[config.mk]
export PLATFORM = sky130hd
export DESIGN_NAME = round_robin_sleep_scheduler
export DESIGN_NICKNAME = d
export VERILOG_FILES = /design/src/sv/rrss_pkg.sv /design/src/sv/rrss_wake_ram.sv /design/src/sv/rrss_picker.sv /design/src/sv/round_robin_sleep_scheduler.sv
export SDC_FILE = /design/constraint.sdc
export NUM_CORES = 1
export LEC_CHECK = 0
export BUFFER_PORTS_ARGS = -buffer_cell sky130_fd_sc_hd__buf_2
export CAP_MARGIN = 30
export CORE_ASPECT_RATIO = 0.8
export CORE_MARGIN = 8
export CORE_UTILIZATION = 56
export CTS_BUF_LIST = sky130_fd_sc_hd__clkbuf_16
export CTS_CLUSTER_SIZE = 20
export DETAILED_ROUTE_END_ITERATION = 12
export PLACE_DENSITY = 0.76
export SYNTH_ARGS = -nofsm -noshare
export SYNTH_HDL_FRONTEND = slang
export SYNTH_SLANG_ARGS = --single-unit
[constraint.sdc]
create_clock -name i_clk -period 3.9 [get_ports i_clk]
set_clock_uncertainty 0.05 [all_clocks]
set_input_delay 0.195 -clock i_clk [delete_from_list [all_inputs] [get_ports i_clk]]
set_output_delay 0.195 -clock i_clk [all_outputs]
set_load 0.1 [all_outputs]
[src/sv/rrss_pkg.sv]
`default_nettype none
package rrss_pkg;

    localparam int DEF_MAX_TASKS = 16;

    // field widths
    localparam int CMD_W      = 2;
    localparam int ID_W       = 4;
    localparam int TIME_W     = 16;
    localparam int TCOUNT_W   = 5;
    localparam int TDIV_W     = 8;
    localparam int MASK_W     = 16;
    localparam int S_TDATA_W  = 24;
    localparam int M_TDATA_W  = 40;

    // register reset values
    localparam logic [TCOUNT_W-1:0] TASK_COUNT_RST  = 5'd1;
    localparam logic [TDIV_W-1:0]   TICK_DIVIDE_RST = 8'd10;

    // configuration register indexes
    localparam logic CFG_TASK_COUNT  = 1'b0;
    localparam logic CFG_TICK_DIVIDE = 1'b1;

    typedef enum logic [CMD_W-1:0] {
        CMD_SLEEP = 2'd0,
        CMD_START = 2'd1,
        CMD_STOP  = 2'd2,
        CMD_TICK  = 2'd3
    } t_cmd;

endpackage
`default_nettype wire

[src/sv/rrss_wake_ram.sv]
`default_nettype none
module rrss_wake_ram import rrss_pkg::*; #(
    parameter int DEPTH = DEF_MAX_TASKS,
    parameter int AW    = $clog2(DEPTH)
) (
    input  wire logic              i_clk,
    input  wire logic              i_rst_n,
    input  wire logic              i_we,
    input  wire logic [AW-1:0]     i_waddr,
    input  wire logic [TIME_W-1:0] i_wdata,
    input  wire logic              i_re,
    input  wire logic [AW-1:0]     i_raddr,
    output logic      [TIME_W-1:0] o_rdata
);

    logic [TIME_W-1:0] r_mem [DEPTH];
    logic [DEPTH-1:0]  r_valid;
    logic [TIME_W-1:0] r_rdata;
    logic              r_rvalid;

    // entries never written read as zero
    always_ff @(posedge i_clk) begin
        if (!i_rst_n) begin
            r_valid  <= '0;
            r_rvalid <= 1'b0;
        end else begin
            if (i_we) begin
                r_valid[i_waddr] <= 1'b1;
            end
            if (i_re) begin
                r_rvalid <= r_valid[i_raddr];
            end
        end
    end

    always_ff @(posedge i_clk) begin
        if (i_we) begin
            r_mem[i_waddr] <= i_wdata;
        end
        if (i_re) begin
            r_rdata <= r_mem[i_raddr];
        end
    end

    assign o_rdata = r_rvalid ? r_rdata : '0;

endmodule
`default_nettype wire

[src/sv/rrss_picker.sv]
`default_nettype none
module rrss_picker import rrss_pkg::*; #(
    parameter int MAX_TASKS = DEF_MAX_TASKS,
    parameter int IW        = $clog2(MAX_TASKS),
    parameter int CW        = $clog2(MAX_TASKS + 1)
) (
    input  wire logic                 i_clk,
    input  wire logic                 i_rst_n,
    input  wire logic                 i_start,
    input  wire logic [IW-1:0]        i_cur,
    input  wire logic [CW-1:0]        i_count,
    input  wire logic [MAX_TASKS-1:0] i_runnable,
    output logic                      o_done,
    output logic      [IW-1:0]        o_task
);

    logic          r_busy;
    logic [IW-1:0] r_it;
    logic [CW-1:0] r_k;
    logic [IW-1:0] nxt;
    logic [CW-1:0] last;

    // one candidate a cycle, wrapping from the last registered task to task 1
    assign last = i_count - CW'(1);
    assign nxt  = (CW'(r_it) >= last) ? IW'(1) : r_it + IW'(1);

    always_comb begin
        o_done = 1'b0;
        o_task = '0;
        if (r_busy) begin
            if (i_count < CW'(2)) begin
                o_done = 1'b1;
            end else if (i_runnable[nxt]) begin
                o_done = 1'b1;
                o_task = nxt;
            end else if (r_k + CW'(1) >= last) begin
                o_done = 1'b1;
            end
        end
    end

    always_ff @(posedge i_clk) begin
        if (!i_rst_n) begin
            r_busy <= 1'b0;
            r_it   <= '0;
            r_k    <= '0;
        end else if (i_start) begin
            r_busy <= 1'b1;
            r_it   <= (i_cur == '0) ? IW'(1) : i_cur;
            r_k    <= '0;
        end else if (r_busy) begin
            if (o_done) begin
                r_busy <= 1'b0;
            end else begin
                r_it <= nxt;
                r_k  <= r_k + CW'(1);
            end
        end
    end

endmodule
`default_nettype wire

[src/sv/round_robin_sleep_scheduler.sv]
`default_nettype none
// channel   dir  beat fields (lowest bit up)
// s_axis    in   command[1:0] task_id[5:2] sleep_time[21:6], zero pad to 24
// m_axis    out  running_task[3:0] runnable_mask[19:4] time_now[35:20], pad to 40
// cfg       in   index 0 task_count[4:0], index 1 tick_divide[7:0]
//
// start, stop and ticks without a time step go from the beat straight to the result
// a tick with a time step walks the wake ram once
// sleep/yield walks the task list in the picker
// synchronous active-low reset: all tasks runnable, idle task running, time zero
// a new beat is taken while the last result still waits on m_axis
module round_robin_sleep_scheduler import rrss_pkg::*; #(
    parameter int MAX_TASKS = DEF_MAX_TASKS
) (
    input  wire logic                 i_clk,
    input  wire logic                 i_rst_n,
    input  wire logic                 i_cfg_we,
    input  wire logic                 i_cfg_addr,
    input  wire logic [TDIV_W-1:0]    i_cfg_wdata,
    input  wire logic                 s_axis_tvalid,
    output logic                      s_axis_tready,
    input  wire logic [S_TDATA_W-1:0] s_axis_tdata,  // command, task_id, sleep_time
    output logic                      m_axis_tvalid,
    input  wire logic                 m_axis_tready,
    output logic      [M_TDATA_W-1:0] m_axis_tdata   // running_task, runnable_mask, time_now
);

    localparam int IW = $clog2(MAX_TASKS);
    localparam int CW = $clog2(MAX_TASKS + 1);

    typedef enum logic [1:0] {
        ST_IDLE,
        ST_WSCAN,
        ST_PICK,
        ST_DONE
    } t_state;

    // state
    t_state                 r_state, n_state;
    logic [MAX_TASKS-1:0]   r_runnable, n_runnable;
    logic [MAX_TASKS-1:0]   r_stopped, n_stopped;  // neither bit set: waiting
    logic [IW-1:0]          r_cur, n_cur;
    logic [TIME_W-1:0]      r_time, n_time;
    logic [TDIV_W-1:0]      r_phase, n_phase;
    logic [CW-1:0]          r_idx, n_idx;
    logic                   r_cmp_vld, n_cmp_vld;
    logic [IW-1:0]          r_cmp_idx, n_cmp_idx;
    logic                   r_m_valid, n_m_valid;
    logic [M_TDATA_W-1:0]   r_m_data, n_m_data;
    logic [TCOUNT_W-1:0]    r_task_count;
    logic [TDIV_W-1:0]      r_tick_divide;

    // input beat fields
    t_cmd                   in_cmd;
    logic [ID_W-1:0]        in_id;
    logic [TIME_W-1:0]      in_stime;
    logic                   in_acc;

    logic [CW-1:0]          n_eff;
    logic [7:0]             tc8;
    logic                   id_ok;
    logic [IW+ID_W-1:0]     id_ext;
    logic [IW-1:0]          id_idx;
    logic [TDIV_W-1:0]      phase_inc;
    logic [MAX_TASKS-1:0]   reg_mask;
    logic [MAX_TASKS+MASK_W-1:0] mask_ext;
    logic [IW+ID_W-1:0]     cur_ext;

    logic                   wr_en;
    logic                   rd_en;
    logic [TIME_W-1:0]      rd_data;
    logic                   pk_start;
    logic                   pk_done;
    logic [IW-1:0]          pk_task;

    assign in_cmd   = t_cmd'(s_axis_tdata[1:0]);
    assign in_id    = s_axis_tdata[5:2];
    assign in_stime = s_axis_tdata[21:6];
    assign in_acc   = s_axis_tvalid && s_axis_tready;

    assign s_axis_tready = (r_state == ST_IDLE);
    assign m_axis_tvalid = r_m_valid;
    assign m_axis_tdata  = r_m_data;

    // task count clamped to 1..MAX_TASKS
    assign tc8 = 8'(r_task_count);
    always_comb begin
        if (tc8 == 8'd0) begin
            n_eff = CW'(1);
        end else if (tc8 > 8'(MAX_TASKS)) begin
            n_eff = CW'(MAX_TASKS);
        end else begin
            n_eff = CW'(tc8);
        end
    end

    // ids beyond the task table are dropped
    assign id_ok  = (8'(in_id) < 8'(MAX_TASKS));
    assign id_ext = {{IW{1'b0}}, in_id};
    assign id_idx = id_ext[IW-1:0];

    assign phase_inc = r_phase + TDIV_W'(1);

    // only registered tasks show in the mask
    always_comb begin
        for (int i = 0; i < MAX_TASKS; i++) begin
            reg_mask[i] = (CW'(i) < n_eff);
        end
    end
    assign mask_ext = {{MASK_W{1'b0}}, r_runnable & reg_mask};
    assign cur_ext  = {{ID_W{1'b0}}, r_cur};

    rrss_wake_ram #(
        .DEPTH (MAX_TASKS),
        .AW    (IW)
    ) u_wake_ram (
        .i_clk   (i_clk),
        .i_rst_n (i_rst_n),
        .i_we    (wr_en),
        .i_waddr (r_cur),
        .i_wdata (r_time + in_stime),
        .i_re    (rd_en),
        .i_raddr (r_idx[IW-1:0]),
        .o_rdata (rd_data)
    );

    rrss_picker #(
        .MAX_TASKS (MAX_TASKS),
        .IW        (IW),
        .CW        (CW)
    ) u_picker (
        .i_clk      (i_clk),
        .i_rst_n    (i_rst_n),
        .i_start    (pk_start),
        .i_cur      (r_cur),
        .i_count    (n_eff),
        .i_runnable (r_runnable),
        .o_done     (pk_done),
        .o_task     (pk_task)
    );

    always_comb begin
        n_state    = r_state;
        n_runnable = r_runnable;
        n_stopped  = r_stopped;
        n_cur      = r_cur;
        n_time     = r_time;
        n_phase    = r_phase;
        n_idx      = r_idx;
        n_cmp_vld  = 1'b0;
        n_cmp_idx  = r_idx[IW-1:0];
        n_m_valid  = r_m_valid && !m_axis_tready;
        n_m_data   = r_m_data;
        wr_en      = 1'b0;
        rd_en      = 1'b0;
        pk_start   = 1'b0;
        case (r_state)
            ST_IDLE: begin
                if (in_acc) begin
                    case (in_cmd)
                        CMD_SLEEP: begin
                            // nonzero sleep_time: running task waits, then round robin pick
                            if (in_stime != '0) begin
                                n_runnable[r_cur] = 1'b0;
                                n_stopped[r_cur]  = 1'b0;
                                wr_en             = 1'b1;
                            end
                            pk_start = 1'b1;
                            n_state  = ST_PICK;
                        end
                        CMD_START: begin
                            if (id_ok) begin
                                n_runnable[id_idx] = 1'b1;
                                n_stopped[id_idx]  = 1'b0;
                            end
                            n_state = ST_DONE;
                        end
                        CMD_STOP: begin
                            if (id_ok) begin
                                n_runnable[id_idx] = 1'b0;
                                n_stopped[id_idx]  = 1'b1;
                            end
                            n_state = ST_DONE;
                        end
                        default: begin
                            // tick: time step once the phase meets the divider
                            if (phase_inc == r_tick_divide) begin
                                n_phase = '0;
                                n_time  = r_time + TIME_W'(1);
                                n_idx   = '0;
                                n_state = ST_WSCAN;
                            end else begin
                                n_phase = phase_inc;
                                n_state = ST_DONE;
                            end
                        end
                    endcase
                end
            end
            ST_WSCAN: begin
                // read one wake time a cycle, compare it in the cycle after its read
                if (r_idx < n_eff) begin
                    rd_en     = 1'b1;
                    n_idx     = r_idx + CW'(1);
                    n_cmp_vld = 1'b1;
                end
                if (r_cmp_vld && rd_data == r_time && !r_stopped[r_cmp_idx]) begin
                    n_runnable[r_cmp_idx] = 1'b1;
                end
                if (!(r_idx < n_eff) && !r_cmp_vld) begin
                    n_state = ST_DONE;
                end
            end
            ST_PICK: begin
                if (pk_done) begin
                    n_cur   = pk_task;
                    n_state = ST_DONE;
                end
            end
            ST_DONE: begin
                // output register free or being drained
                if (!r_m_valid || m_axis_tready) begin
                    n_m_valid = 1'b1;
                    n_m_data  = {4'b0, r_time, mask_ext[MASK_W-1:0], cur_ext[ID_W-1:0]};
                    n_state   = ST_IDLE;
                end
            end
            default: begin
                n_state = ST_IDLE;
            end
        endcase
    end

    always_ff @(posedge i_clk) begin
        if (!i_rst_n) begin
            r_state       <= ST_IDLE;
            r_runnable    <= '1;
            r_stopped     <= '0;
            r_cur         <= '0;
            r_time        <= '0;
            r_phase       <= '0;
            r_idx         <= '0;
            r_cmp_vld     <= 1'b0;
            r_m_valid     <= 1'b0;
            r_task_count  <= TASK_COUNT_RST;
            r_tick_divide <= TICK_DIVIDE_RST;
        end else begin
            r_state    <= n_state;
            r_runnable <= n_runnable;
            r_stopped  <= n_stopped;
            r_cur      <= n_cur;
            r_time     <= n_time;
            r_phase    <= n_phase;
            r_idx      <= n_idx;
            r_cmp_vld  <= n_cmp_vld;
            r_m_valid  <= n_m_valid;
            if (i_cfg_we) begin
                case (i_cfg_addr)
                    CFG_TASK_COUNT:  r_task_count  <= i_cfg_wdata[TCOUNT_W-1:0];
                    CFG_TICK_DIVIDE: r_tick_divide <= i_cfg_wdata;
                    default: ;
                endcase
            end
        end
    end

    // payload registers
    always_ff @(posedge i_clk) begin
        r_cmp_idx <= n_cmp_idx;
        r_m_data  <= n_m_data;
    end

`ifndef SYNTHESIS
    // picker only answers while the sequencer waits on it
    a_pick_in_state: assert property (@(posedge i_clk) disable iff (!i_rst_n)
        pk_done |-> r_state == ST_PICK)
        else $error("picker done outside pick");

    // only a tick moves the kernel time
    a_time_only_tick: assert property (@(posedge i_clk) disable iff (!i_rst_n)
        (in_acc && in_cmd != CMD_TICK) |=> $stable(r_time))
        else $error("kernel time moved without tick");

    // wake scan index never runs past the task count
    a_scan_bound: assert property (@(posedge i_clk) disable iff (!i_rst_n)
        r_state == ST_WSCAN |-> r_idx <= n_eff)
        else $error("wake scan overran");
`endif

endmodule
`default_nettype wire
==> metrics.txt <==
CTS H-tree lvls=2; distinct cell type count after synthesis=76; pre-CTS WS=-0.00742 ns; asr flop ratio synth=0%; crit path max fanout=10; WL final=49700 um; cell total after placement=1984; crit end category=flip-flop; Antenna Nets Post-Route=0; placed inst area=about 20000 um2; first-pass GRT wire length=~76000 um; Crit path required time=about 4.3 ns; final core utilization=around two thirds; CTS clk-pin slew, worst paths=0.06 ns; top cell type's share of synthesized area=between 40% and 50%; status=complete, no violations; #FFs+latches synth=approximately 420; # rows=60; antenna violations before repair=1; core area=~34000 um2; via count=~13000; Clk Latency, worst-skew pair=0.55 ns; Final nets=1687; Via density=~6.5; synth cell count leaders=edfxtp_1, nor2_1, dfxtp_1; Min Clock Period, post-route=~3.8 ns; Iter 0 DRT Violations=a little over 2000; # DRC=0; final hold vios=0; gr usage total=between 20% and 30%; non-filler cells, final=2072; Syn-to-layout area delta=13.6%; CTS tree=done; Die W=roughly 220 um; fraction of layout cells with a size suffix above 1=between 20 and 25%; Yosys warnings=0; Synth area leader=edfxtp_1; max frequency=0.267 GHz; Num CTS Buffers=between 40 and 50; die height=182 um; Tcrit/Tclk final=between 90 and 100%; hold crit path type=in2reg; Crit. Startpoint=r_task_count[3]; flop-to-flop setup slack=0.15 ns; Critical Path AT=about 4.2 ns; clk sink count=about 420; Cell Area, Synth=between 15000 and 20000 um2; number of diodes=0; Leakage=~7.5 nW; Slew Viols, Final=0; Starting Density=between 50% and 60%; Critical Path End=u_picker.r_k[0]; kind of critical path=reg2reg; P per Cell Area=roughly 500 nW/um2; top-count cell post-synth=edfxtp_1; I/O pin count=80; Syn Area/Cell=between 10 and 15 um2; Max Root-Sink Buffers=3; ranking of synthesized cells by area=edfxtp_1, dfxtp_1, mux4_2, nor2_1, o21ai_0; vias in the first global route=12900; Relative slew margins=a little over a third; Final WS setup=roughly 0.15 ns; Post-Synthesis Cells=1500; DR pass1 iterations=6; reg2reg end=u_picker.r_k[0]; final instance area=approximately 22000 um2; CP Launch Type=flip-flop; maxcap violations=0; worst r2r src=r_task_count[3]; worst slew pin tran=approximately 0.96 ns; DIE AREA=roughly 41000 um2; top_reg_cell synth=edfxtp_1; number of cells on the worst reg-to-reg path=14; final setup violation count=0; largest net degree at the start of global routing=74; GRT Residual Overflow=0; sequential area share after synthesis=between 50% and 60%; RePlAce Congestion=slightly above 0.9; WL per Instance=24.0 um; VDD IR max=around 0.00035 V; minimum hold slack=just under 0.08 ns; Post-synth EDFFs=slightly above 300; IO buf count=between 70 and 80; Final HPWL DP=approximately 32000 um; Root Driver=clkbuf_16
[power by group]
| part | total, mW | switching, mW | internal, mW |
|---|---|---|---|
| Combinational | 1.73 | 1.14 | 0.584 |
| Clock | 3.88 | 1.72 | 2.17 |
| Sequential | 5.07 | 0.116 | 4.96 |
[per-stage QoR]
stage	setup TNS, ns	total power [mW]
6_report	0	10.7
5_1_grt	-0.0174	11.0
4_1_cts	0	10.7
3_5_place_dp	-0.00742	6.84
3_3_place_gp	0	6.79
2_1_floorplan	0	6.41
[what timing repair did]
action	4_1_cts	5_1_grt
hold buffers	9	0
pin swaps	0	4
gates cloned	0	0
setup buffers	0	1
gates resized for setup	3	8
hold endpoints to repair	14	0
endpoints found under the setup margin	3	16
[worst min path at each step]
stage	start	endpoint	slack [ns]	cells after the start
after floorplan	i_cfg_wdata[1]	r_tick_divide[1]	0.27	2
after global placement	i_cfg_wdata[1]	r_tick_divide[1]	0.38	3
after detailed placement	i_cfg_wdata[1]	r_tick_divide[1]	0.39	3
after CTS	i_rst_n	r_tick_divide[3]	0.06	2
after global routing	i_rst_n	r_tick_divide[3]	0.08	2
final	i_cfg_we	r_tick_divide[6]	0.08	4
[final cells by class]
type                            instances  area [um2]
Clock buffer                           42        1050
Sequential cell                       421       11500
Fill cell                            2425       11900
Inverter                               31         116
Clock inverter                         34         251
Tap cell                              434         543
Timing Repair Buffer                  153        1050
Multi-Input combinational cell        957        7350
[cells by family (layout without fill, tap and decap cells)]
family,after synthesis,in the layout,share of synthesized area [%]
AOI/OAI and AO/OA,314,314,10.1
other,1,4,0.0195
xor gates and xnor gates,50,50,2.42
and+or+nand+nor,440,440,10.8
adders and majority gates,46,46,2.99
DFF,421,421,59.8
buffers and inverters,125,260,2.68
muxes,103,103,11.3
[registers in the layout (all words and copies together), names as in the netlist]
register             cells
r_idx                    5
u_wake_ram.r_valid      16
u_picker.r_k             5
u_wake_ram.r_rdata      16
r_cmp_vld                1
u_picker.r_busy          1
u_picker.r_it            4
r_time                  16
r_tick_divide            8
r_state                  2
r_stopped               16
u_wake_ram.r_mem       256
r_runnable              16
m_axis_tvalid            1
m_axis_tdata            36
u_wake_ram.r_rvalid      1
r_task_count             5
r_phase                  8
r_cmp_idx                4
r_cur                    4
[critical path: stages, from the launching register on]
cell	delay, ns
dfxtp_1	0.33
nor3_2	0.25
o21ai_2	0.09
ha_2	0.21
inv_1	0.11
xnor2_2	0.15
ha_1	0.27
a21oi_1	0.17
o21ai_0	0.12
maj3_2	0.38
a2111o_1	0.44
o211a_2	0.19
o32a_4	0.38
or4_1	0.41
a21oi_1	0.14
[layout by cell type (no fill, tap or decap), types with 14 or more instances in the layout]
cell type    n
edfxtp_1   308
nor2_1     128
dfxtp_1    111
nand2_1    105
o21ai_0    104
mux4_2      90
a21oi_1     89
buf_2       73
buf_4       67
clkbuf_16   42
ha_1        41
nor3_1      40
inv_1       35
nand3_1     31
xor2_1      25
xnor2_1     22
nor2_2      16
or3_1       16
nand2b_1    15
clkinv_1    15
nor4_1      14
[layer usage]
metal | part of all wire, % | track usage (%) | vias up | routed length [um]
met4 | 2.8 | 7.21 | 2 | 1410
met5 | 0.018 | 0 | - | 9
li1 | - | - | 5923 | -
met3 | 10 | 4.41 | 119 | 5200
met2 | 46 | 38.1 | 759 | 23100
met1 | 40 | 33.8 | 6609 | 20000
(Power assumes the default switching activity.)
